File: src/rtl/ctrm_pkg.sv
// Package for the crank tooth RPM meter: shared widths, register indexes,
// reset values, command and result structs, and the back-end state type.
// No dependencies.
package ctrm_pkg;

  // Default timestamp width and fixed field widths.
  localparam int TIME_BITS_DEF = 32;
  localparam int CFG_W         = 32;
  localparam int CFG_IDX_W     = 3;
  localparam int NOW_W         = 32;
  localparam int TEETH_W       = 6;
  localparam int DEBOUNCE_W    = 16;
  localparam int RPM_W         = 14;

  // Register indexes on the configuration port.
  localparam logic [CFG_IDX_W-1:0] REG_TEETH_PER_REV = 3'd0;
  localparam logic [CFG_IDX_W-1:0] REG_DEBOUNCE      = 3'd1;
  localparam logic [CFG_IDX_W-1:0] REG_TIMEOUT       = 3'd2;
  localparam logic [CFG_IDX_W-1:0] REG_MIN_REV       = 3'd3;
  localparam logic [CFG_IDX_W-1:0] REG_MAX_REV       = 3'd4;

  // Register reset values.
  localparam logic [TEETH_W-1:0]    TEETH_RST    = 6'd11;
  localparam logic [DEBOUNCE_W-1:0] DEBOUNCE_RST = 16'd200;
  localparam logic [CFG_W-1:0]      TIMEOUT_RST  = 32'd1000000;
  localparam logic [CFG_W-1:0]      MIN_REV_RST  = 32'd6000;
  localparam logic [CFG_W-1:0]      MAX_REV_RST  = 32'd200000;

  // Speed is 60000000 divided by the revolution time, saturated.
  localparam int                   NUM_BITS      = 26;
  localparam logic [NUM_BITS-1:0]  RPM_NUMERATOR = 26'd60000000;
  localparam logic [RPM_W-1:0]     RPM_LIMIT     = 14'd10000;
  localparam int                   DIV_CNT_W     = $clog2(NUM_BITS);

  // Depth of the command queue between front and back.
  localparam int CMD_DEPTH = 2;

  typedef struct packed {
    logic [TEETH_W-1:0]    teeth_per_rev;
    logic [DEBOUNCE_W-1:0] debounce_us;
    logic [CFG_W-1:0]      timeout_us;
    logic [CFG_W-1:0]      min_rev_us;
    logic [CFG_W-1:0]      max_rev_us;
  } cfg_t;

  // What the back end must do with the speed for one request.
  typedef enum logic [1:0] {
    OP_KEEP  = 2'd0,
    OP_CLEAR = 2'd1,
    OP_REV   = 2'd2
  } op_t;

  typedef struct packed {
    op_t                op;
    logic               rev_done;
    logic               stopped;
    logic [TEETH_W-1:0] teeth;
  } cmd_ctl_t;

  typedef struct packed {
    logic               rev_done;
    logic               stopped;
    logic [TEETH_W-1:0] teeth_seen;
  } res_t;

  typedef enum logic {
    BK_IDLE = 1'b0,
    BK_DIV  = 1'b1
  } back_state_t;

endpackage

File: src/rtl/ctrm_front.sv
// Front end of the crank tooth RPM meter: classifies each accepted request,
// keeps edge time, revolution start and tooth count, and emits a command.
// Depends on ctrm_pkg.
module ctrm_front #(
  parameter int TIME_BITS = ctrm_pkg::TIME_BITS_DEF
) (
  input  logic                          clk,
  input  logic                          rst_n,
  input  ctrm_pkg::cfg_t                cfg,
  input  logic                          accept,
  input  logic                          kind,
  input  logic [ctrm_pkg::NOW_W-1:0]    now_us,
  output ctrm_pkg::cmd_ctl_t            cmd_ctl,
  output logic [TIME_BITS-1:0]          cmd_rev_time
);

  localparam int CW = (TIME_BITS > ctrm_pkg::NOW_W) ? TIME_BITS : ctrm_pkg::NOW_W;

  logic [TIME_BITS-1:0]        last_edge_r, last_edge_nxt;
  logic [TIME_BITS-1:0]        rev_start_r, rev_start_nxt;
  logic [ctrm_pkg::TEETH_W-1:0] tooth_r, tooth_nxt;

  logic [CW-1:0]               now_ext;
  logic [TIME_BITS-1:0]        now_t;
  logic [TIME_BITS-1:0]        gap;
  logic                        timed_out;
  logic                        debounced;
  logic [ctrm_pkg::TEETH_W-1:0] tooth_inc;
  logic                        rev_end;

  // Timestamp reduced or extended to the time width, and the edge gap.
  assign now_ext   = CW'(now_us);
  assign now_t     = now_ext[TIME_BITS-1:0];
  assign gap       = now_t - last_edge_r;
  assign timed_out = CW'(gap) > CW'(cfg.timeout_us);
  assign debounced = CW'(gap) >= CW'(cfg.debounce_us);
  assign tooth_inc = tooth_r + ctrm_pkg::TEETH_W'(1);
  assign rev_end   = (tooth_inc >= cfg.teeth_per_rev) || (tooth_inc == '0);

  // Classify the request and work out the next state.
  always_comb begin
    last_edge_nxt    = last_edge_r;
    rev_start_nxt    = rev_start_r;
    tooth_nxt        = tooth_r;
    cmd_ctl.op       = ctrm_pkg::OP_KEEP;
    cmd_ctl.rev_done = 1'b0;
    cmd_ctl.stopped  = 1'b0;
    cmd_rev_time     = '0;
    if (timed_out) begin
      cmd_ctl.op      = ctrm_pkg::OP_CLEAR;
      cmd_ctl.stopped = 1'b1;
      if (!kind) begin
        tooth_nxt     = '0;
        last_edge_nxt = now_t;
        rev_start_nxt = now_t;
      end
    end else if (!kind && debounced) begin
      last_edge_nxt = now_t;
      if (rev_end) begin
        cmd_ctl.op       = ctrm_pkg::OP_REV;
        cmd_ctl.rev_done = 1'b1;
        cmd_rev_time     = now_t - rev_start_r;
        rev_start_nxt    = now_t;
        tooth_nxt        = '0;
      end else begin
        tooth_nxt = tooth_inc;
      end
    end
    cmd_ctl.teeth = tooth_nxt;
  end

  // State registers, updated only on an accepted request.
  always_ff @(posedge clk) begin
    if (!rst_n) begin
      last_edge_r <= '0;
      rev_start_r <= '0;
      tooth_r     <= '0;
    end else if (accept) begin
      last_edge_r <= last_edge_nxt;
      rev_start_r <= rev_start_nxt;
      tooth_r     <= tooth_nxt;
    end
  end

endmodule

File: src/rtl/ctrm_fifo.sv
// Small command queue between the front and back ends of the RPM meter.
// Depends on ctrm_pkg for its default depth.
module ctrm_fifo #(
  parameter int WIDTH = 8,
  parameter int DEPTH = ctrm_pkg::CMD_DEPTH
) (
  input  logic             clk,
  input  logic             rst_n,
  input  logic             push,
  input  logic [WIDTH-1:0] wdata,
  output logic             full,
  input  logic             pop,
  output logic [WIDTH-1:0] rdata,
  output logic             empty
);

  localparam int PW = (DEPTH > 1) ? $clog2(DEPTH) : 1;
  localparam int CNTW = $clog2(DEPTH + 1);

  logic [WIDTH-1:0] mem_r [DEPTH];
  logic [PW-1:0]    wr_ptr_r, wr_ptr_nxt;
  logic [PW-1:0]    rd_ptr_r, rd_ptr_nxt;
  logic [CNTW-1:0]  count_r, count_nxt;
  logic             do_push, do_pop;

  assign full    = (count_r == CNTW'(DEPTH));
  assign empty   = (count_r == '0);
  assign do_push = push && !full;
  assign do_pop  = pop && !empty;
  assign rdata   = mem_r[rd_ptr_r];

  // Pointer and fill count updates.
  always_comb begin
    wr_ptr_nxt = wr_ptr_r;
    rd_ptr_nxt = rd_ptr_r;
    count_nxt  = count_r;
    if (do_push) begin
      wr_ptr_nxt = (wr_ptr_r == PW'(DEPTH - 1)) ? '0 : wr_ptr_r + PW'(1);
    end
    if (do_pop) begin
      rd_ptr_nxt = (rd_ptr_r == PW'(DEPTH - 1)) ? '0 : rd_ptr_r + PW'(1);
    end
    if (do_push && !do_pop) begin
      count_nxt = count_r + CNTW'(1);
    end else if (do_pop && !do_push) begin
      count_nxt = count_r - CNTW'(1);
    end
  end

  always_ff @(posedge clk) begin
    if (!rst_n) begin
      wr_ptr_r <= '0;
      rd_ptr_r <= '0;
      count_r  <= '0;
    end else begin
      wr_ptr_r <= wr_ptr_nxt;
      rd_ptr_r <= rd_ptr_nxt;
      count_r  <= count_nxt;
    end
  end

  // Entry storage.
  always_ff @(posedge clk) begin
    if (do_push) begin
      mem_r[wr_ptr_r] <= wdata;
    end
  end

endmodule

File: src/rtl/ctrm_div.sv
// Restoring divider of the constant speed numerator by the revolution time,
// one quotient bit per cycle.
// Depends on ctrm_pkg.
module ctrm_div #(
  parameter int TIME_BITS = ctrm_pkg::TIME_BITS_DEF
) (
  input  logic                           clk,
  input  logic                           rst_n,
  input  logic                           start,
  input  logic [TIME_BITS-1:0]           divisor,
  output logic                           done,
  output logic [ctrm_pkg::NUM_BITS-1:0]  quotient
);

  logic [TIME_BITS-1:0]            dvsr_r;
  logic [TIME_BITS-1:0]            rem_r, rem_nxt;
  logic [ctrm_pkg::NUM_BITS-1:0]   quo_r, quo_nxt;
  logic [ctrm_pkg::DIV_CNT_W-1:0]  cnt_r;
  logic                            busy_r;
  logic                            done_r;
  logic [TIME_BITS:0]              trial;
  logic [TIME_BITS:0]              diff;
  logic                            fits;

  // One restoring step: bring down the next numerator bit and try to subtract.
  assign trial = {rem_r, ctrm_pkg::RPM_NUMERATOR[cnt_r]};
  assign diff  = trial - {1'b0, dvsr_r};
  assign fits  = trial >= {1'b0, dvsr_r};

  always_comb begin
    rem_nxt = fits ? diff[TIME_BITS-1:0] : trial[TIME_BITS-1:0];
    quo_nxt = {quo_r[ctrm_pkg::NUM_BITS-2:0], fits};
  end

  // Control: busy while stepping, done held until the next start.
  always_ff @(posedge clk) begin
    if (!rst_n) begin
      busy_r <= 1'b0;
      done_r <= 1'b0;
    end else if (start) begin
      busy_r <= 1'b1;
      done_r <= 1'b0;
    end else if (busy_r && (cnt_r == '0)) begin
      busy_r <= 1'b0;
      done_r <= 1'b1;
    end
  end

  // Datapath registers.
  always_ff @(posedge clk) begin
    if (start) begin
      dvsr_r <= divisor;
      rem_r  <= '0;
      quo_r  <= '0;
      cnt_r  <= ctrm_pkg::DIV_CNT_W'(ctrm_pkg::NUM_BITS - 1);
    end else if (busy_r) begin
      rem_r <= rem_nxt;
      quo_r <= quo_nxt;
      cnt_r <= cnt_r - ctrm_pkg::DIV_CNT_W'(1);
    end
  end

  assign done     = done_r;
  assign quotient = quo_r;

endmodule

File: src/rtl/ctrm_back.sv
// Back end of the RPM meter: takes commands from the queue, keeps the speed,
// runs the divider on a revolution in the sane window and holds the result.
// Depends on ctrm_pkg and ctrm_div.
module ctrm_back #(
  parameter int TIME_BITS = ctrm_pkg::TIME_BITS_DEF
) (
  input  logic                          clk,
  input  logic                          rst_n,
  input  ctrm_pkg::cfg_t                cfg,
  input  logic                          cmd_empty,
  input  ctrm_pkg::cmd_ctl_t            cmd_ctl,
  input  logic [TIME_BITS-1:0]          cmd_rev_time,
  output logic                          cmd_pop,
  output logic                          res_valid,
  input  logic                          res_pop,
  output ctrm_pkg::res_t                res,
  output logic [ctrm_pkg::RPM_W-1:0]    speed
);

  localparam int CW = (TIME_BITS > ctrm_pkg::CFG_W) ? TIME_BITS : ctrm_pkg::CFG_W;

  ctrm_pkg::back_state_t           state_r, state_nxt;
  logic [ctrm_pkg::RPM_W-1:0]      speed_r, speed_nxt;
  logic                            res_valid_r, res_valid_nxt;
  ctrm_pkg::res_t                  res_r, res_nxt;
  logic                            slot_free;
  logic                            in_window;
  logic                            div_start;
  logic                            div_done;
  logic [ctrm_pkg::NUM_BITS-1:0]   div_quo;
  logic [ctrm_pkg::RPM_W-1:0]      speed_sat;

  ctrm_div #(
    .TIME_BITS (TIME_BITS)
  ) u_div (
    .clk      (clk),
    .rst_n    (rst_n),
    .start    (div_start),
    .divisor  (cmd_rev_time),
    .done     (div_done),
    .quotient (div_quo)
  );

  assign slot_free = !res_valid_r || res_pop;
  assign in_window = (CW'(cmd_rev_time) > CW'(cfg.min_rev_us)) &&
                     (CW'(cmd_rev_time) < CW'(cfg.max_rev_us));
  assign speed_sat = (div_quo > ctrm_pkg::NUM_BITS'(ctrm_pkg::RPM_LIMIT)) ?
                     ctrm_pkg::RPM_LIMIT : div_quo[ctrm_pkg::RPM_W-1:0];

  // Next state and outputs of the command sequencer.
  always_comb begin
    state_nxt     = state_r;
    speed_nxt     = speed_r;
    res_nxt       = res_r;
    res_valid_nxt = res_valid_r && !res_pop;
    cmd_pop       = 1'b0;
    div_start     = 1'b0;
    unique case (state_r)
      ctrm_pkg::BK_IDLE: begin
        if (!cmd_empty && slot_free) begin
          cmd_pop            = 1'b1;
          res_nxt.rev_done   = cmd_ctl.rev_done;
          res_nxt.stopped    = cmd_ctl.stopped;
          res_nxt.teeth_seen = cmd_ctl.teeth;
          case (cmd_ctl.op)
            ctrm_pkg::OP_CLEAR: begin
              speed_nxt     = '0;
              res_valid_nxt = 1'b1;
            end
            ctrm_pkg::OP_REV: begin
              if (in_window) begin
                div_start = 1'b1;
                state_nxt = ctrm_pkg::BK_DIV;
              end else begin
                res_valid_nxt = 1'b1;
              end
            end
            default: begin
              res_valid_nxt = 1'b1;
            end
          endcase
        end
      end
      ctrm_pkg::BK_DIV: begin
        if (div_done && slot_free) begin
          speed_nxt     = speed_sat;
          res_valid_nxt = 1'b1;
          state_nxt     = ctrm_pkg::BK_IDLE;
        end
      end
      default: begin
        state_nxt = ctrm_pkg::BK_IDLE;
      end
    endcase
  end

  // Sequencer state, speed and result valid.
  always_ff @(posedge clk) begin
    if (!rst_n) begin
      state_r     <= ctrm_pkg::BK_IDLE;
      speed_r     <= '0;
      res_valid_r <= 1'b0;
    end else begin
      state_r     <= state_nxt;
      speed_r     <= speed_nxt;
      res_valid_r <= res_valid_nxt;
    end
  end

  // Result payload.
  always_ff @(posedge clk) begin
    res_r <= res_nxt;
  end

  assign res_valid = res_valid_r;
  assign res       = res_r;
  assign speed     = speed_r;

endmodule

File: src/rtl/crank_tooth_rpm_meter.sv
// Crank tooth RPM meter.
// Usage: push one request per crank falling edge (in_kind = 0) or per poll
// (in_kind = 1) with its microsecond timestamp while in_full is low. Each
// request gives exactly one result, presented in order on the out_ ports while
// out_empty is low and taken with out_pop.
// The front end classifies a request in the cycle it is accepted and writes a
// command into a two-entry queue. The back end, when idle with a free result
// slot, takes the command off the queue and, for an ordinary request, registers
// its result at the same edge. A request that ends a revolution inside the sane
// window instead runs the one-bit-per-cycle divider over the 26 numerator bits,
// and the back end takes no further command until the divider is done and the
// speed and result are registered. Other requests go at one per cycle through
// the queue and the back end while out_pop keeps up and no division is running.
// A stalled receiver holds the result register; the queue then fills and
// in_full rises, after which no request is taken.
// Reset (rst_n low, synchronous) clears the speed, tooth count and times,
// empties the queue and loads the register defaults. Configuration is written
// through cfg_we, cfg_idx and cfg_wdata while the block is idle.
// Depends on ctrm_pkg, ctrm_front, ctrm_fifo and ctrm_back.
module crank_tooth_rpm_meter #(
  parameter int TIME_BITS = ctrm_pkg::TIME_BITS_DEF
) (
  input  logic                             clk,
  input  logic                             rst_n,
  input  logic                             in_push,
  output logic                             in_full,
  input  logic                             in_kind,
  input  logic [ctrm_pkg::NOW_W-1:0]       in_now_us,
  output logic                             out_empty,
  input  logic                             out_pop,
  output logic [ctrm_pkg::RPM_W-1:0]       out_rpm,
  output logic                             out_rev_done,
  output logic                             out_stopped,
  output logic [ctrm_pkg::TEETH_W-1:0]     out_teeth_seen,
  input  logic                             cfg_we,
  input  logic [ctrm_pkg::CFG_IDX_W-1:0]   cfg_idx,
  input  logic [ctrm_pkg::CFG_W-1:0]       cfg_wdata
);

  localparam int CTL_W = $bits(ctrm_pkg::cmd_ctl_t);
  localparam int ENT_W = CTL_W + TIME_BITS;

  ctrm_pkg::cfg_t       cfg_r;
  logic                 accept;
  ctrm_pkg::cmd_ctl_t   fr_ctl;
  logic [TIME_BITS-1:0] fr_rev_time;
  logic [ENT_W-1:0]     q_wdata;
  logic [ENT_W-1:0]     q_rdata;
  logic                 q_empty;
  logic                 q_pop;
  ctrm_pkg::cmd_ctl_t   bk_ctl;
  logic [TIME_BITS-1:0] bk_rev_time;
  logic                 res_valid;
  ctrm_pkg::res_t       res;

  // Configuration registers.
  always_ff @(posedge clk) begin
    if (!rst_n) begin
      cfg_r.teeth_per_rev <= ctrm_pkg::TEETH_RST;
      cfg_r.debounce_us   <= ctrm_pkg::DEBOUNCE_RST;
      cfg_r.timeout_us    <= ctrm_pkg::TIMEOUT_RST;
      cfg_r.min_rev_us    <= ctrm_pkg::MIN_REV_RST;
      cfg_r.max_rev_us    <= ctrm_pkg::MAX_REV_RST;
    end else if (cfg_we) begin
      unique case (cfg_idx)
        ctrm_pkg::REG_TEETH_PER_REV: cfg_r.teeth_per_rev <= cfg_wdata[ctrm_pkg::TEETH_W-1:0];
        ctrm_pkg::REG_DEBOUNCE:      cfg_r.debounce_us   <= cfg_wdata[ctrm_pkg::DEBOUNCE_W-1:0];
        ctrm_pkg::REG_TIMEOUT:       cfg_r.timeout_us    <= cfg_wdata;
        ctrm_pkg::REG_MIN_REV:       cfg_r.min_rev_us    <= cfg_wdata;
        ctrm_pkg::REG_MAX_REV:       cfg_r.max_rev_us    <= cfg_wdata;
        default: begin
        end
      endcase
    end
  end

  assign accept = in_push && !in_full;

  ctrm_front #(
    .TIME_BITS (TIME_BITS)
  ) u_front (
    .clk          (clk),
    .rst_n        (rst_n),
    .cfg          (cfg_r),
    .accept       (accept),
    .kind         (in_kind),
    .now_us       (in_now_us),
    .cmd_ctl      (fr_ctl),
    .cmd_rev_time (fr_rev_time)
  );

  // Command queue between front and back.
  assign q_wdata = {fr_ctl, fr_rev_time};

  ctrm_fifo #(
    .WIDTH (ENT_W),
    .DEPTH (ctrm_pkg::CMD_DEPTH)
  ) u_fifo (
    .clk   (clk),
    .rst_n (rst_n),
    .push  (accept),
    .wdata (q_wdata),
    .full  (in_full),
    .pop   (q_pop),
    .rdata (q_rdata),
    .empty (q_empty)
  );

  assign bk_ctl      = ctrm_pkg::cmd_ctl_t'(q_rdata[ENT_W-1:TIME_BITS]);
  assign bk_rev_time = q_rdata[TIME_BITS-1:0];

  ctrm_back #(
    .TIME_BITS (TIME_BITS)
  ) u_back (
    .clk          (clk),
    .rst_n        (rst_n),
    .cfg          (cfg_r),
    .cmd_empty    (q_empty),
    .cmd_ctl      (bk_ctl),
    .cmd_rev_time (bk_rev_time),
    .cmd_pop      (q_pop),
    .res_valid    (res_valid),
    .res_pop      (out_pop),
    .res          (res),
    .speed        (out_rpm)
  );

  assign out_empty      = !res_valid;
  assign out_rev_done   = res.rev_done;
  assign out_stopped    = res.stopped;
  assign out_teeth_seen = res.teeth_seen;

endmodule
File: config.mk
export PLATFORM = sky130hd
export DESIGN_NAME = crank_tooth_rpm_meter
export DESIGN_NICKNAME = d
export VERILOG_FILES = /design/src/rtl/ctrm_pkg.sv /design/src/rtl/ctrm_front.sv /design/src/rtl/ctrm_fifo.sv /design/src/rtl/ctrm_div.sv /design/src/rtl/ctrm_back.sv /design/src/rtl/crank_tooth_rpm_meter.sv
export SDC_FILE = /design/constraint.sdc
export NUM_CORES = 1
export LEC_CHECK = 0
export ABC_AREA = 0
export BUFFER_PORTS_ARGS = -buffer_cell sky130_fd_sc_hd__buf_2
export CORE_ASPECT_RATIO = 0.5
export CORE_MARGIN = 2
export CORE_UTILIZATION = 57
export DETAILED_ROUTE_END_ITERATION = 16
export HOLD_SLACK_MARGIN = 0.06
export PLACE_DENSITY_LB_ADDON = 0.15
export SLEW_MARGIN = 25
export SYNTH_ARGS = -nofsm -noshare
export SYNTH_HDL_FRONTEND = slang
export SYNTH_SLANG_ARGS = --single-unit
File: constraint.sdc
create_clock -name clk -period 5.2 [get_ports clk]
set_input_delay 0.26 -clock clk [delete_from_list [all_inputs] [get_ports clk]]
set_output_delay 0.26 -clock clk [all_outputs]
set_load 0.02 [all_outputs]
-- After elaboration in Yosys (flattened, before gate mapping)
Memories as Yosys holds them, arrays and structs flattened. A register that Yosys moved wholly into a read port is not among the register bits.
Index checks and enable logic that the tools add are counted.
- equality and inequality tests: 11
- $add $sub $neg: 9
- magnitude comparators: 8
- reductions and logical operators: 38
- bitwise logic cells: 2
- mux-type cells: 50
- operators by type and width (operator ; count):
    $mux 32 ; 10
    $sub 32x32->32 ; 3
    $gt 32x32->1 ; 2
    $mux 14 ; 4
    $ge 33x32->1 ; 1
    $ge 32x16->1 ; 1
    $lt 32x32->1 ; 1
    $pmux 14 s2 ; 1
    $gt 26x14->1 const B ; 1
    $mux 6 ; 4
    $mux 1 ; 22
    $reduce_and 2->1 ; 6
    $logic_and 1x1->1 ; 11
    $mux 5 ; 2
    $reduce_bool 2->1 ; 4
    $logic_not 1->1 ; 7
    $add 6x1->6 const B ; 1
    $eq 3x2->1 const B ; 2
    $ge 6x6->1 ; 1
    $logic_not 6->1 ; 1
    $lt 5x6->1 const B ; 1
    $mux 2 ; 3
    $mux 3 ; 2
    $ne 2x2->1 const B ; 3
    18 further kinds ; 24
- output and inout port bits: 24
- logic and storage cells: 143
- bits in registers: 313
- ROM bits: 32
- memory bits (writable): 84
- memories: 2
- bits of input ports: 73
- memories (name ; depth ; width ; rd ports ; clocked after Yosys merged registers in ; wr ports ; line ; source):
    u_fifo.mem_r ; 2 ; 42 ; 1 ; 1 ; 1 ; ctrm_fifo.sv:20 ; logic [WIDTH-1:0] mem_r [DEPTH];
    (name not given) ; 32 ; 1 ; 1 ; 1 ; 0 ; ctrm_div.sv:26 ; assign trial = {rem_r, ctrm_pkg::RPM_NUMERATOR[cnt_r]};

-- Depth between registers and ports, before layout
Gate-level depths: netlist (run 1).
- word-level depth: 9
- gate-level depth with buffers: 26

-- Modules after synthesis
A second synthesis (run 1) with hierarchy kept.
- cells, all modules: 2656
- area total of the unflattened synthesis: 24208.2 um2
- modules (own cells, without submodules) (module ; instances ; area an instance (um2) ; cells an instance ; seq. area each (um2)):
    ctrm_front ; 1 ; 8229.1 ; 1126 ; 1401.3
    ctrm_div ; 1 ; 5634.2 ; 612 ; 2282.2
    crank_tooth_rpm_meter ; 1 ; 4521.8 ; 444 ; 2362.3
    ctrm_fifo ; 1 ; 3254.4 ; 156 ; 2622.5
    ctrm_back ; 1 ; 2568.7 ; 318 ; 560.5

-- Worst setup path after synthesis (run 1)
OpenSTA, ideal clock, no wires.
- path type: reg-to-reg
- start point: register with a tool-made name
- end point: register u_back.u_div.dvsr_r[0] (enable)
- data required time: 4.791 ns
- data arrival time: 4.673 ns
- slack: 0.119 ns
- period minus slack after synthesis: 5.081 ns
- path buffers: 5
- cell stages (with the launch flop): 15
- path through: dfxtp_1 > clkbuf_1 > clkbuf_1 > clkbuf_1 > mux2_2 > ha_1 > or4_1 > o21ai_0 > o211ai_1 > a221oi_1 > o21ai_0 > a311oi_1 > and3b_1 > clkbuf_1 > clkbuf_1
- RTL lines (what ; line ; source):
    end signal: assignment ; ctrm_div.sv:52 ; dvsr_r <= divisor;
    end: declaration ; ctrm_div.sv:15 ; logic [TIME_BITS-1:0] dvsr_r;

-- Final worst setup path (run 1)
- start point: input in_now_us[1] in the netlist's numbering
- end point: memory u_fifo.mem_r[0][30] in the netlist's numbering (data pin)
- longest elaborated chain between the ends: 5
- RTL lines (what ; line ; source):
    start: declaration ; crank_tooth_rpm_meter.sv:28 ; input logic [ctrm_pkg::NOW_W-1:0] in_now_us,
    $sub 32x32->32 ; ctrm_front.sv:34 ; assign gap = now_t - last_edge_r;
    $ge 32x16->1 ; ctrm_front.sv:36 ; assign debounced = CW'(gap) >= CW'(cfg.debounce_us);
    $logic_and 1x1->1 ; ctrm_front.sv:57 ; end else if (!kind && debounced) begin
    $mux 32 ; ctrm_front.sv:57 ;
    $mux 32 * ; ctrm_front.sv:49 ; if (timed_out) begin
    via fr_rev_time[30] ; crank_tooth_rpm_meter.sv:46 ; logic [TIME_BITS-1:0] fr_rev_time;
    end: declaration ; ctrm_fifo.sv:20 ;
Mark *: on every way through the listed nets, which the timed path passes. The rest lies on a longest branch.

==> results of run 1 <==
synthesized netlist by cell type (7+ instances only):
cell type,n
sky130_fd_sc_hd__a211oi_1,49
sky130_fd_sc_hd__a21boi_0,100
sky130_fd_sc_hd__a21o_1,94
sky130_fd_sc_hd__a21oi_1,125
sky130_fd_sc_hd__a22o_1,7
sky130_fd_sc_hd__a22oi_1,9
sky130_fd_sc_hd__a311oi_1,10
sky130_fd_sc_hd__a31oi_1,9
sky130_fd_sc_hd__and2_1,14
sky130_fd_sc_hd__and3_1,17
sky130_fd_sc_hd__clkbuf_1,93
sky130_fd_sc_hd__dfxtp_1,275
sky130_fd_sc_hd__edfxtp_1,120
sky130_fd_sc_hd__ha_1,216
sky130_fd_sc_hd__inv_1,248
sky130_fd_sc_hd__mux2_2,42
sky130_fd_sc_hd__mux2i_1,100
sky130_fd_sc_hd__nand2_1,367
sky130_fd_sc_hd__nand2b_1,21
sky130_fd_sc_hd__nand3_1,40
sky130_fd_sc_hd__nand4_1,33
sky130_fd_sc_hd__nor2_1,183
sky130_fd_sc_hd__nor2b_1,34
sky130_fd_sc_hd__nor3_1,31
sky130_fd_sc_hd__o211ai_1,35
sky130_fd_sc_hd__o21a_1,15
sky130_fd_sc_hd__o21ai_0,86
sky130_fd_sc_hd__o21bai_1,7
sky130_fd_sc_hd__or3_1,10
sky130_fd_sc_hd__xnor2_1,46
sky130_fd_sc_hd__xor2_1,37
stage by stage:
stage                     area (sq um)  setup WS, ns  power, uW  hold WS, ns  std cells
after CTS                        26000        0.0780      11000       0.0851       3280
after global placement           24100         0.155       8120        0.444       3147
after detailed placement         24100        0.0247       8200        0.451       3147
after global routing             26300        -0.125      11900        0.122       3289
final                            26300         0.239      11100       0.0995       3289
after floorplan                  23100         0.119       7160        0.398       2593
metal layers:
metal	wire (um)	up-vias
li1	-	9327
met1	28400	8748
met2	23800	446
met4	1350	2
met5	9	-
met3	3410	89
power by group:
| part | internal, uW | switching [uW] | total (uW) |
|---|---|---|---|
| sequential | 3720 | 324 | 4040 |
| clock | 1520 | 1260 | 2780 |
| combinational | 1850 | 2450 | 4290 |
| total | 7080 | 4030 | 11100 |
flip-flops by register name, indices dropped and copies added, names as in the netlist, named ones only:
name,count
u_back.u_div.quotient,26
u_back.u_div.trial,1
u_back.u_div.busy_r,1
u_back.res_valid,1
cfg_r,118
u_back.u_div.cnt_r,5
u_back.u_div.rem_r,32
u_fifo.rd_ptr_r,1
u_back.state_r,1
u_back.u_div.done,1
u_back.speed,14
u_fifo.mem_r,80
u_back.res,8
u_fifo.wr_ptr_r,1
u_front.tooth_r,6
u_back.u_div.dvsr_r,32
u_fifo.count_r,2
u_front.rev_start_r,32
u_front.last_edge_r,32
kinds of logic (layout without fill, tap and decap cells):
| kind of cell | count (synthesis) | count (layout) | share of synthesized area, % |
|---|---|---|---|
| AOI/OAI and AO/OA | 611 | 611 | 18.0 |
| xor gates and xnor gates | 83 | 83 | 3.14 |
| adders and majority gates | 219 | 219 | 11.9 |
| buffers and inverters | 358 | 513 | 6.07 |
| DFF | 395 | 395 | 39.4 |
| muxes | 142 | 142 | 6.37 |
| other | 0 | 1 | 0 |
| and+or+nand+nor | 785 | 785 | 15.1 |
layout make-up:
class                      count  area (sq um)  area share [%]
sequential                   395          9120            34.7
clock inverter                21           171           0.653
multi-input combinational   1840         12800            48.7
timing repair buffer         196          1510            5.74
tap                          540           676            2.57
antenna                        1          2.50         0.00953
inverter                     248           931            3.55
clock buffer                  48          1060            4.04
repair_timing:
item	4_1_cts	5_1_grt
gates resized for setup	0	28
endpoints found under the setup margin	0	149
buffers inserted	0	5
hold buffers	64	0
endpoints found under the hold margin	159	0
worst max path at each step:
stage                            from                      end  slack (ns)  cells past startpoint
4_1_cts        u_front.last_edge_r[0]  u_front.rev_start_r[14]        0.08                     25
6_report                 in_now_us[1]      u_fifo.mem_r[0][30]        0.24                     23
5_1_grt        u_front.last_edge_r[0]       u_fifo.mem_r[1][2]       -0.12                     26
3_5_place_dp             in_now_us[0]   u_front.rev_start_r[4]        0.02                     27
3_3_place_gp             in_now_us[0]   u_front.rev_start_r[5]        0.16                     26
2_1_floorplan                    flop   u_back.u_div.dvsr_r[0]        0.12                     14
worst max-delay path, cell delays in order:
cell and delay [ns]:
sky130_fd_sc_hd__dlygate4sd3_1 0.53, sky130_fd_sc_hd__buf_2 0.17, sky130_fd_sc_hd__ha_1 0.29, sky130_fd_sc_hd__nor2b_1 0.14, sky130_fd_sc_hd__o31a_1 0.28, sky130_fd_sc_hd__o21a_1 0.25, sky130_fd_sc_hd__or2_1 0.25, sky130_fd_sc_hd__a32o_2 0.28
sky130_fd_sc_hd__a2111o_1 0.38, sky130_fd_sc_hd__a21oi_2 0.17, sky130_fd_sc_hd__xnor2_2 0.11, sky130_fd_sc_hd__ha_1 0.33, sky130_fd_sc_hd__nand4_1 0.13, sky130_fd_sc_hd__buf_4 0.17, sky130_fd_sc_hd__nor2_1 0.12, sky130_fd_sc_hd__nand4_1 0.11
sky130_fd_sc_hd__nand2_1 0.07, sky130_fd_sc_hd__a31o_2 0.12, sky130_fd_sc_hd__o31ai_1 0.08, sky130_fd_sc_hd__buf_4 0.17, sky130_fd_sc_hd__or3b_2 0.48, sky130_fd_sc_hd__buf_12 0.19, sky130_fd_sc_hd__a31oi_1 0.22
==> results.toml, run 1 <==
[yosys]
synthesis.area_per_instance_sq_um = 8.92
ys_async_sr_fraction_pct = 0
synth_top_cells_by_area = "sky130_fd_sc_hd__dfxtp_1, sky130_fd_sc_hd__edfxtp_1, sky130_fd_sc_hd__ha_1, sky130_fd_sc_hd__nand2_1, sky130_fd_sc_hd__mux2i_1"
ys_warn_count = 0
syn-cell-area_sq_mm = 0.0231
count_of_mapped_cells_out_of_synthesis = 2593
synth_enable_flop_cells = 120
synth.lib_cells_used.distinct = 77
ys_seq_elements = 395
synthFlopType = "sky130_fd_sc_hd__dfxtp_1"
cell_accounting_for_the_most_synthesized_area = "sky130_fd_sc_hd__dfxtp_1"
yosysTopAreaCellShare_pct = 23.8
synth-seq-area-share_pct = 39.4
synth_fp_nets = 2885

[critical_path]
sort_of_element_at_the_start_of_the_critical_path = "primary input"
r2r.worst_path.cells = 22
worstReg2RegEnd = "u_fifo.mem_r[0][30]"
worst_r2r_src = "u_front.last_edge_r[1]"
critPathRequiredTime_ns = 5.56
timing_worst_setup_path_type = "primary input to flop"
worst-endpoint-arrival_ns = 5.32
critPathCaptureType = "flop"
critical_path.max_fanout = 33
reg2reg_setup_slack_ns = 0.27

[floorplan]
io-pin-count = 97
die_h_um = 146
initial_utilization_pct = 57.6
coreArea_sq_mm = 0.0402
die_area_sq_mm = 0.0423
die-width_um = 289
floorplan.rows = 52

[sta]
finalClockSkew_ns = 0.0288
finalWorstPathRequiredPeriod_ns = 4.96
max_freq_mhz = 202
timing.final.hold_violations = 0
setup_viol_count_final = 0
max_slew.worst_pin.slew_ns = 0.973
fin_crit_sh_pct = 95.4
report.final.slew_viol_count = 0
totalNegativeSetupSlack_ns = 0
slew-limit-headroom_pct = 34.6

[global_route]
met2_usage_pct = 39.0
gr-total-overflow = 0
antenna_found_initial = 2
number_of_global_route_vias_before_repair = 17300
grt_util_met3_pct = 3.69
grt.met1_usage_pct = 40.8
top_usage_layer = "met1"
grt_max_degree = 134
first_pass_grt_wire_length_um = 90500
global_route.usage.total_pct = 26.5

[finish]
mostFrequentLayoutCell = "sky130_fd_sc_hd__nand2_1"
layout-area-overhead-vs-synth_pct = 13.4
fillers = 3330
mostFrequentLayoutCells = "sky130_fd_sc_hd__nand2_1, sky130_fd_sc_hd__dfxtp_1, sky130_fd_sc_hd__inv_1"
layout.core_utilization_pct = 65.3
drive_gt1_share_pct = 10.0
nNetsFinal = 3011

[clock_network]
h-tree-depth = 2
clock_tree_from_tritoncts = "done"
clk_pin_slew_ns = 0.06
clk-insertion-delay-late_ns = 0.56
cts_sinks = 395
clock_tree.buffer_depth = 3
clock-root-buffer = "sky130_fd_sc_hd__clkbuf_16"
cts_inserted_buffers = 38

[drt]
drc = 0
via_per_inst = 5.66
wire_per_inst_um = 17.3
via_count = 18600
drt.antenna.violating_nets = 0
wirelength_um = 56900
drt_pre_antenna_iters = 5
drt_iter0_drc = 1329

[power_and_ir_drop]
p_leak_uw = 0.0109
power.density_mw_per_mm2 = 423
irDropWorstVdd_v = 0.000298

[job]
timing.max_cap.violations = 0

[placed_design]
gpl.final_weighted_congestion = 0.898
port_buffers = 96
dp_hpwl_um = 40200

[hold_path]
timing.hold.worst.start = "out_pop"
min_path_cells = 3
timing.hold.worst_endpoint = "u_back.res_valid"
min_path_type = "primary input to flop"

[outcome]
outcome = "complete, no violations"
No activity file was read; power rests on OpenSTA's default activity.
==> run 2: changes to the inputs <==
--- a/config.mk
+++ b/config.mk
@@ -10,5 +10,5 @@
 export CORE_ASPECT_RATIO = 0.5
 export CORE_MARGIN = 2
-export CORE_UTILIZATION = 57
+export CORE_UTILIZATION = 63
 export DETAILED_ROUTE_END_ITERATION = 16
 export HOLD_SLACK_MARGIN = 0.06
==> constraint.sdc (replaced) <==
create_clock -name clk -period 4.7 [get_ports clk]
set_input_delay 0.705 -clock clk [delete_from_list [all_inputs] [get_ports clk]]
set_output_delay 0.705 -clock clk [all_outputs]
set_load 0.02 [all_outputs]
==> run 2 against run 1 <==
Against the previous run: the run now ends with negative setup slack left; die area fell by 9.3%; sequential share of layout area fell by 1.2 points; global-route usage rose by 3.3 points; sequential cell count did not move; first-iteration DRC count rose by 8.5%; clock power rose by 17%; total power rose by 15%; critical path type is now flop to flop.
==> results.toml, run 2 (synthesis results as in run 1) <==
[clock_network]
clock-root-buffer = "sky130_fd_sc_hd__clkbuf_16"
clk_pin_slew_ns = 0.07
h-tree-depth = 2
clock_tree_from_tritoncts = "done"
cts_sinks = 395
cts_hold_repair.buffers = 0
clock_tree.buffer_depth = 3
cts_inserted_buffers = 37
clk-insertion-delay-late_ns = 0.56

[global_route]
number_of_global_route_vias_before_repair = 18100
global_route.usage.total_pct = 29.8
gr-total-overflow = 0
first_pass_grt_wire_length_um = 92300
grt_max_degree = 125
antenna_found_initial = 2

[floorplan]
floorplan.rows = 49
initial_utilization_pct = 64.2
die-width_um = 275
io-pin-count = 97
die_area_sq_mm = 0.0384
coreArea_sq_mm = 0.0360
die_h_um = 140

[hold_path]
timing.hold.worst.start = "cfg_wdata[30]"
min_path_cells = 3
timing.hold.worst_endpoint = "cfg_r[62]"
min_path_type = "primary input to flop"

[sta]
hold-worst-slack_ns = 0.441
finalWorstPathRequiredPeriod_ns = 4.91
fin_crit_sh_pct = 104
finalClockSkew_ns = 0.0247
fin_ws_ns = -0.209
slew-limit-headroom_pct = 29.4
report.final.slew_viol_count = 0
max_slew.worst_pin.slew_ns = 1.05
totalNegativeSetupSlack_ns = -11.53
grt_setup_unrepaired = "yes"
timing.final.hold_violations = 0
setup_viol_count_final = 134
max_freq_mhz = 204

[finish]
register_bank_with_the_most_flops = "cfg_r"
largest_registers = "cfg_r: 118 flops, u_fifo.mem_r: 80 flops"
layout-area-overhead-vs-synth_pct = 17.4
drive_gt1_share_pct = 16.5
largest_reg_flops = 118
layout.cell_area.non_filler_sq_mm = 0.0272
mostFrequentLayoutCells = "sky130_fd_sc_hd__nand2_1, sky130_fd_sc_hd__dfxtp_1, sky130_fd_sc_hd__inv_1"
mostFrequentLayoutCell = "sky130_fd_sc_hd__nand2_1"
nNetsFinal = 3090

[drt]
wire_per_inst_um = 17.5
drt_pre_antenna_iters = 5
drt_iter0_drc = 1442
drt.antenna.violating_nets = 0
wirelength_um = 58100
via_count = 19100
via_per_inst = 5.77
drc = 0

[critical_path]
r2r.worst_path.cells = 21
timing_worst_setup_path_type = "flop to flop"
critPathRequiredTime_ns = 5.17
critPathCaptureType = "flop"
worst-endpoint-arrival_ns = 5.38
sort_of_element_at_the_start_of_the_critical_path = "flop"
critical_path.max_fanout = 5
worstReg2RegEnd = "u_front.rev_start_r[20]"
reg2reg_setup_slack_ns = -0.21
worst_r2r_src = "u_front.last_edge_r[1]"
startpoint = "u_front.last_edge_r[1]"

[power_and_ir_drop]
p_leak_uw = 0.0115
power.density_mw_per_mm2 = 471
irDropWorstVdd_v = 0.000423

[outcome]
violations = "negative setup slack"
outcome = "complete, but fails checks"

[placed_design]
gpl.final_weighted_congestion = 0.908
port_buffers = 96
placedInstanceArea_sq_mm = 0.0252
dpl_worst_slack_ns = -0.615
dp_hpwl_um = 42300

[job]
timing.max_cap.violations = 0
## run 2: worst max-delay path: stages (launching register included)
cell                        delay [ns]
sky130_fd_sc_hd__dfxtp_1          0.33
sky130_fd_sc_hd__inv_1            0.08
sky130_fd_sc_hd__ha_1             0.28
sky130_fd_sc_hd__nor2b_1          0.15
sky130_fd_sc_hd__o31a_1           0.26
sky130_fd_sc_hd__o21a_1           0.24
sky130_fd_sc_hd__or2_4            0.27
sky130_fd_sc_hd__a311oi_1         0.50
sky130_fd_sc_hd__ha_1             0.34
sky130_fd_sc_hd__a21o_1           0.16
sky130_fd_sc_hd__a21o_1           0.17
sky130_fd_sc_hd__a21oi_1          0.14
sky130_fd_sc_hd__o21ai_0          0.10
sky130_fd_sc_hd__o21a_1           0.17
sky130_fd_sc_hd__o21ai_0          0.24
sky130_fd_sc_hd__a31o_4           0.23
sky130_fd_sc_hd__inv_4            0.03
sky130_fd_sc_hd__or4_4            0.46
sky130_fd_sc_hd__o211ai_4         0.19
sky130_fd_sc_hd__buf_12           0.17
sky130_fd_sc_hd__clkbuf_16        0.15
sky130_fd_sc_hd__mux2i_1          0.17
## run 2: cell type report
cell class                 count  area, sq um
multi-input combinational   1840        13100
antenna                        3         7.51
clock buffer                  50         1050
fill                        2602         8880
inverter                     248          938
sequential                   395         9120
timing repair buffer         276         2100
clock inverter                18          253
tap                          484          606
## run 2: stage by stage
stage,instances,utilization (%),total power [uW]
after floorplan,2593,-,7960
after global placement,3228,70.0,9210
after detailed placement,3229,70.0,9350
after CTS,3299,73.8,12600
after global routing,3314,75.4,13600
final,3314,75.4,12800
## run 2: per-layer routing
| layer | up-vias | wire length (um) | global-route usage, % |
|---|---|---|---|
| li1 | 9479 | - | - |
| met4 | 0 | 908 | 5.41 |
| met5 | - | 0 | 0 |
| met1 | 9044 | 27800 | 44.5 |
| met3 | 74 | 3730 | 4.28 |
| met2 | 516 | 25700 | 46.4 |
## run 2: power by group
| part | switching, uW | internal, uW |
|---|---|---|
| combinational | 2840 | 2230 |
| sequential | 368 | 4110 |
| clock | 1370 | 1860 |
| total | 4580 | 8210 |
## run 2: how the worst max path moves through the flow
stage	slack, ns	end
final	-0.21	u_front.rev_start_r[20]
after global placement	-0.53	u_front.rev_start_r[5]
after global routing	-0.31	u_front.rev_start_r[23]
after CTS	-0.08	u_front.rev_start_r[23]
after floorplan	-0.14	u_front.last_edge_r[12]
after detailed placement	-0.61	u_front.rev_start_r[14]
## run 2: timing repair
action,4_1_cts,5_1_grt
setup buffers,1,6
gates resized for setup,9,85
pin swaps,7,34
cloned,1,6
setup endpoints to repair,128,179
